==> config.mk <==
export PLATFORM = sky130hd
export DESIGN_NAME = lagged_fibonacci_random_generator
export DESIGN_NICKNAME = d
export VERILOG_FILES = /design/src/sv/lfrg_pkg.sv /design/src/sv/lfrg_cell.sv /design/src/sv/lfrg_seq.sv /design/src/sv/lagged_fibonacci_random_generator.sv
export SDC_FILE = /design/constraint.sdc
export NUM_CORES = 2
export LEC_CHECK = 0
export BUFFER_PORTS_ARGS = -buffer_cell sky130_fd_sc_hd__buf_2
export CORE_MARGIN = 10
export CORE_UTILIZATION = 30
export CTS_BUF_LIST = sky130_fd_sc_hd__clkbuf_2
export DETAILED_ROUTE_END_ITERATION = 6
export PLACE_DENSITY_LB_ADDON = 0.05
export REMOVE_ABC_BUFFERS = 1
export SYNTH_ARGS = -nofsm -noshare
export SYNTH_HDL_FRONTEND = slang
export SYNTH_HIERARCHICAL = 1
export SYNTH_SLANG_ARGS = --single-unit
==> constraint.sdc <==
create_clock -name clk -period 9.07 [get_ports clk]
set_clock_uncertainty 0.15 [all_clocks]
set_input_delay 2.2675 -clock clk [delete_from_list [all_inputs] [get_ports clk]]
set_output_delay 2.2675 -clock clk [all_outputs]
set_load 0.01 [all_outputs]
==> src/sv/lfrg_pkg.sv <==
`timescale 1ns / 1ps
`default_nettype none
// ----------------------------------------------------------------------------
// lfrg_pkg
// Shared types and constants for the lagged Fibonacci generator.
// ----------------------------------------------------------------------------
package lfrg_pkg;

  localparam int unsigned DEPTH  = 256;
  localparam int unsigned WORD_W = 32;
  localparam int unsigned IDX_W  = $clog2(DEPTH);

  // lags behind the write position
  localparam int unsigned LAG_A = 24;
  localparam int unsigned LAG_B = 55;
  localparam int unsigned LAG_C = 61;

  // reseed congruential chain
  localparam logic [WORD_W-1:0] LCG_MULT = 32'd67397;
  localparam logic [WORD_W-1:0] LCG_INC  = 32'd7364893;

  typedef logic [WORD_W-1:0] word_t;

  typedef enum logic {
    ST_IDLE,
    ST_FILL
  } fill_state_t;

  typedef struct packed {
    logic  busy;
    logic  shift;
    word_t word;
  } fill_t;

endpackage : lfrg_pkg
`default_nettype wire

==> src/sv/lfrg_cell.sv <==
`timescale 1ns / 1ps
`default_nettype none
// ----------------------------------------------------------------------------
// lfrg_cell
// One word of the lag ring; takes its input word (the neighbor's, or the new word at the head) on each shift.
// ----------------------------------------------------------------------------
module lfrg_cell (
  input  wire logic           clk,
  input  wire logic           rst_n,
  input  wire logic           shift_en,
  input  wire lfrg_pkg::word_t d_in,
  output lfrg_pkg::word_t      q
);
  import lfrg_pkg::*;

  word_t word_r;
  word_t word_nxt;

  always_comb begin
    word_nxt = shift_en ? d_in : word_r;
  end

  always_ff @(posedge clk) begin
    if (!rst_n) begin
      word_r <= '0;
    end else begin
      word_r <= word_nxt;
    end
  end

  assign q = word_r;

endmodule : lfrg_cell
`default_nettype wire

==> src/sv/lfrg_seq.sv <==
`timescale 1ns / 1ps
`default_nettype none
// ----------------------------------------------------------------------------
// lfrg_seq
// Reseed sequencer: runs the congruential chain and feeds one word per cycle
// into the head of the ring.
// ----------------------------------------------------------------------------
module lfrg_seq (
  input  wire logic            clk,
  input  wire logic            rst_n,
  input  wire logic            start,
  input  wire lfrg_pkg::word_t seed,
  output lfrg_pkg::fill_t      fill
);
  import lfrg_pkg::*;

  fill_state_t      state_r;
  fill_state_t      state_nxt;
  word_t            x_r;
  word_t            x_nxt;
  logic [IDX_W-1:0] cnt_r;
  logic [IDX_W-1:0] cnt_nxt;
  word_t            lcg_val;

  assign lcg_val = x_r * LCG_MULT + LCG_INC;

  // next state
  always_comb begin
    state_nxt = state_r;
    case (state_r)
      ST_IDLE: begin
        if (start) begin
          state_nxt = ST_FILL;
        end
      end
      ST_FILL: begin
        if (cnt_r == IDX_W'(DEPTH - 1)) begin
          state_nxt = ST_IDLE;
        end
      end
      default: state_nxt = ST_IDLE;
    endcase
  end

  // datapath next values
  always_comb begin
    x_nxt   = x_r;
    cnt_nxt = cnt_r;
    case (state_r)
      ST_IDLE: begin
        if (start) begin
          x_nxt   = seed;
          cnt_nxt = '0;
        end
      end
      ST_FILL: begin
        x_nxt   = lcg_val;
        cnt_nxt = cnt_r + 1'b1;
      end
      default: begin
        x_nxt   = x_r;
        cnt_nxt = '0;
      end
    endcase
  end

  // outputs
  always_comb begin
    fill.busy  = (state_r == ST_FILL);
    fill.shift = (state_r == ST_FILL);
    fill.word  = lcg_val;
  end

  always_ff @(posedge clk) begin
    if (!rst_n) begin
      state_r <= ST_IDLE;
      cnt_r   <= '0;
    end else begin
      state_r <= state_nxt;
      cnt_r   <= cnt_nxt;
    end
  end

  always_ff @(posedge clk) begin
    x_r <= x_nxt;
  end

`ifndef NO_ASSERTIONS
  a_start_fill: assert property (@(posedge clk) disable iff (!rst_n)
    (state_r == ST_IDLE && start) |=> (state_r == ST_FILL && cnt_r == '0))
    else $error("reseed did not enter fill with cleared count");

  a_fill_end: assert property (@(posedge clk) disable iff (!rst_n)
    (state_r == ST_FILL && cnt_r == IDX_W'(DEPTH - 1)) |=> (state_r == ST_IDLE))
    else $error("fill did not end after a full ring");
`endif

endmodule : lfrg_seq
`default_nettype wire

==> src/sv/lagged_fibonacci_random_generator.sv <==
`timescale 1ns / 1ps
`default_nettype none
// ----------------------------------------------------------------------------
// lagged_fibonacci_random_generator
// Parisi-Rapuano lagged generator on a 256-word shifting ring.
// ----------------------------------------------------------------------------
// A next request (func 0) forms the new word from fixed taps of the ring and
// shifts it in, and a request can follow every cycle while the output is
// taken. A reseed request (func 1) returns 0 without waiting for the fill and
// holds off new requests while the congruential chain, one multiply per
// cycle, shifts 256 fresh words into the ring. The ring is cleared to zero by
// reset, so it yields only zero words until a reseed fills it.
module lagged_fibonacci_random_generator (
  input  wire logic  clk,
  input  wire logic  rst_n,
  input  wire logic  in_valid,
  output logic       in_stall,
  input  wire logic  in_func,
  input  wire logic [31:0] in_seed,
  output logic       out_valid,
  input  wire logic  out_stall,
  output logic [31:0] out_random_word
);
  import lfrg_pkg::*;

  fill_t  fill;
  word_t  ring_q [DEPTH];
  word_t  head_d;
  word_t  sum_w;
  logic   in_acc;
  logic   next_acc;
  logic   seed_acc;
  logic   shift_en;
  logic   out_valid_r;
  logic   out_valid_nxt;
  word_t  out_word_r;
  word_t  out_word_nxt;

  assign in_stall = fill.busy || (out_valid_r && out_stall);
  assign in_acc   = in_valid && !in_stall;
  assign next_acc = in_acc && !in_func;
  assign seed_acc = in_acc && in_func;

  lfrg_seq u_seq (
    .clk   (clk),
    .rst_n (rst_n),
    .start (seed_acc),
    .seed  (in_seed),
    .fill  (fill)
  );

  // ring_q[k] holds the word shifted in k+1 shifts ago
  assign sum_w    = ring_q[LAG_A - 1] + ring_q[LAG_B - 1];
  assign head_d   = fill.shift ? fill.word : sum_w;
  assign shift_en = fill.shift || next_acc;

  for (genvar k = 0; k < DEPTH; k++) begin : g_ring
    if (k == 0) begin : g_head
      lfrg_cell u_cell (
        .clk      (clk),
        .rst_n    (rst_n),
        .shift_en (shift_en),
        .d_in     (head_d),
        .q        (ring_q[k])
      );
    end else begin : g_body
      lfrg_cell u_cell (
        .clk      (clk),
        .rst_n    (rst_n),
        .shift_en (shift_en),
        .d_in     (ring_q[k-1]),
        .q        (ring_q[k])
      );
    end
  end

  always_comb begin
    out_valid_nxt = out_valid_r;
    out_word_nxt  = out_word_r;
    if (in_acc) begin
      out_valid_nxt = 1'b1;
      out_word_nxt  = in_func ? '0 : (sum_w ^ ring_q[LAG_C - 1]);
    end else if (!out_stall) begin
      out_valid_nxt = 1'b0;
    end
  end

  always_ff @(posedge clk) begin
    if (!rst_n) begin
      out_valid_r <= 1'b0;
    end else begin
      out_valid_r <= out_valid_nxt;
    end
  end

  always_ff @(posedge clk) begin
    out_word_r <= out_word_nxt;
  end

  assign out_valid       = out_valid_r;
  assign out_random_word = out_word_r;

`ifndef NO_ASSERTIONS
  a_seed_result: assert property (@(posedge clk) disable iff (!rst_n)
    seed_acc |=> (out_valid_r && out_word_r == '0))
    else $error("reseed request did not yield a zero result");

  a_no_mixed_shift: assert property (@(posedge clk) disable iff (!rst_n)
    fill.shift |-> !next_acc)
    else $error("next request taken during ring fill");
`endif

endmodule : lagged_fibonacci_random_generator
`default_nettype wire
==> flow_summary.yaml <==
status:
  run_status: "complete, no violations"
yosys:
  ys.flop_type: "dfxtp_1"
  ys_async_sr_fraction_pct: 0
  ys_top_cells_by_area: "dfxtp_1 (45%), mux2i_1 (22%), nor2b_1 (14%), buf_12 (4.2%), ha_1 (2.6%)"
  synth.distinct_cells: 91
  avgSynthCellArea_um2: 11.6
  synthCells: 7620
  ys_seq_elements: 2026
  yosysWarnings: 6
  yosysTopAreaCell: "dfxtp_1"
  ys_seq_area_share_pct: 46.7
  syn_area_um2: 88200
  synth_top_area_share_pct: 44.5
  synth-edff-count: 64
global_route:
  grt_pass1_vias: 51700
  grt-busiest-layer: "met2"
  gr-total-overflow: 0
  use_met2_pct: 17.1
  grt_use_met3_pct: 2.63
  grt_pass1_wl_um: 291000
  grt_usage_pct: 11.1
  grt_max_degree: 255
  antenna_found_initial: 27
  use_met1_pct: 15.1
clock_tree:
  htree_levels: 6
  cts_tree: "done"
  cts_sinks: 2026
  post_cts_buffers: 0
  clkTransAtPathRegs_ps: 90
  cts_buffer_depth: 4
  clock_latency_ps: 1980
  clockRootBuffer: "clkbuf_2"
  cts_buffers: 598
critical_path:
  slowest_stage: "edfxtp_1"
  cp.arrival_ps: 7750
  cp.required_ps: 10450
  r2r_slack_ps: 2700
  cp_max_fo: 9
  crit_path_start_kind: "flip-flop"
  path_buf_inv: 6
  cpPeakStageDelay_ps: 600
  end_kind: "flip-flop"
  crit_type: "flip-flop to flip-flop"
  cpMostUsedCell: "inv_1"
  path_delay_family: "adder cells"
  cp_cell_sequence: "inv_1 > fa_1 > inv_1 > ha_1 > inv_1 > fa_1 > inv_1 > fa_1 > fa_1 > inv_1 > fa_1 > inv_1 > ha_1 > nand3_1 > or2_2 > o311ai_4 > a211o_1 > a31oi_2 > xnor2_2 > mux2_4"
drt:
  ant_nets: 0
  drc: 0
  drtIter0Drc: 2049
  vias: 51000
  drtPass1Iterations: 7
  vias_per_cell: 4.18
  routed_wl_um: 182000
  wire_per_inst_um: 14.9
finish:
  drive_gt1_share_pct: 13.8
  areaGrowthSynthToFinish_pct: 6.74
  fillers: 30300
  nets: 8220
sta:
  rsz0062_at_grt: "no"
  finalSetupViolCount: 0
  hold_violations: 0
  fin_crit_sh_pct: 70.3
  fin_tns_setup_ps: 0
  fin_crit_ps: 6370
  maxSlewHeadroom_pct: 18.0
  worst_pin_slew_ps: 1230
  final_max_slew_viol_count: 0
  max_freq_mhz: 157
  holdWs_ps: 276
  finalWorstSetupSlack_ps: 2700
place:
  gp_congestion: 0.764
  dpl_worst_slack_ps: 2730
  io_buffers: 70
  post-dp-hpwl_um: 112000
die:
  fp.dieH_um: 562
  row_count: 198
  die_w_um: 562
  core_um2: 292000
  die_area_um2: 316000
  initial_core_util_pct: 30.2
  ioPinCount: 71
min_path:
  hold_path.class: "flip-flop to flip-flop"
flow_run:
  max-cap-violations: 0
-- worst register-to-register path: stages, from the launching register on --
cell and delay [ps]:
edfxtp_1 600, inv_1 210, fa_1 500, inv_1 80, ha_1 140, inv_1 50
fa_1 480, inv_1 60, fa_1 450, fa_1 520, inv_1 50, fa_1 470
inv_1 40, ha_1 410, nand3_1 190, or2_2 390, o311ai_4 450, a211o_1 240
a31oi_2 120, xnor2_2 160, mux2_4 260
-- cells by family after synthesis --
kind of cell,count (synthesis),share of synthesized area [%]
muxes,1998,22.7
and+or+nand+nor,2236,15.5
xor gates and xnor gates,84,0.939
buffers and inverters,744,7.14
AOI/OAI and AO/OA,239,1.87
DFF,2026,46.7
adders and majority gates,293,5.10
-- worst paths after layout --
kind	from	endpoint	cells past startpoint
setup / recovery	u_seq/x_r[9]	u_seq/x_r[31]	20
hold / removal	g_ring[35].g_body.u_cell/q[17]	g_ring[36].g_body.u_cell/q[17]	2
setup reg to reg	u_seq/x_r[9]	u_seq/x_r[31]	20
hold reg to reg	g_ring[35].g_body.u_cell/q[17]	g_ring[36].g_body.u_cell/q[17]	2
-- timing repair --
item	CTS	global route
resized for setup	0	0
hold buffers	3	0
endpoints found under the hold margin	3	0
-- layer usage --
metal  vias to the layer above  wire length (µm)
li1                      26300                 -
met1                     23500             88900
met2                       771             79400
met4                        12              5460
met3                       431              7780
met5                         -                76
-- Yosys cell counts, drive strengths merged, types with 19 or more instances --
master	number
a21oi	68
buf	261
clkbuf	203
dfxtp	1962
edfxtp	64
fa	111
ha	182
inv	280
mux2	44
mux2i	1954
nand2	79
nand3	23
nor2	72
nor2b	1973
o211ai	19
o21ai	58
xnor2	44
xor2	35
-- state kept, by name, summed over array words and instances, names as in the netlist --
name                    count
g_ring.g_body.u_cell/q   1920
g_ring.g_head.u_cell/q     32
out_random_word            32
out_valid                   1
u_seq/cnt_r                 8
u_seq/state_r               1
u_seq/x_r                  32
-- layout by cell type (no fill, tap or decap), types with 8 or more instances in the layout --
master      instances
nor2b_1          1973
dfxtp_1          1961
mux2i_1          1954
clkbuf_2          866
inv_1             277
ha_1              182
fa_1              111
nand2_1            79
nor2_1             72
buf_2              68
clkinv_1           67
edfxtp_1           64
a21oi_1            60
o21ai_0            53
xnor2_1            42
mux2_2             39
buf_4              38
xor2_1             34
buf_12             24
nand3_1            22
o211ai_1           18
clkinvlp_4         17
a21o_1             15
inv_6              15
nand2b_1           13
nor3_1             11
nand4_1            11
clkinv_4           11
a211oi_1           10
diode_2             9
a31oi_1             9
nor3b_1             9
inv_2               8
and3_1              8
-- layout make-up --
class	instances	area [µm²]	share of cell area, %
repair buffers	134	1150	1.22
inverters	280	1050	1.12
clock inverters	126	787	0.836
diodes	9	22.5	0.0239
multi-input cells	4850	40700	43.2
flip-flops and latches	2026	41200	43.8
well taps	3900	4880	5.18
clock buffers	866	4330	4.60
-- stage by stage --
step	instances	util, %	instance area [µm²]
after global routing	12200	32.2	94100
after global placement	11200	30.5	88900
after CTS	12200	32.2	94100
after floorplan	7156	-	82900
final	12200	32.3	94100
after detailed placement	11200	30.5	88900
Power is left out: the tool's default activity adds up to more than one toggle a clock period on the data nets, which glitch-free logic cannot reach.
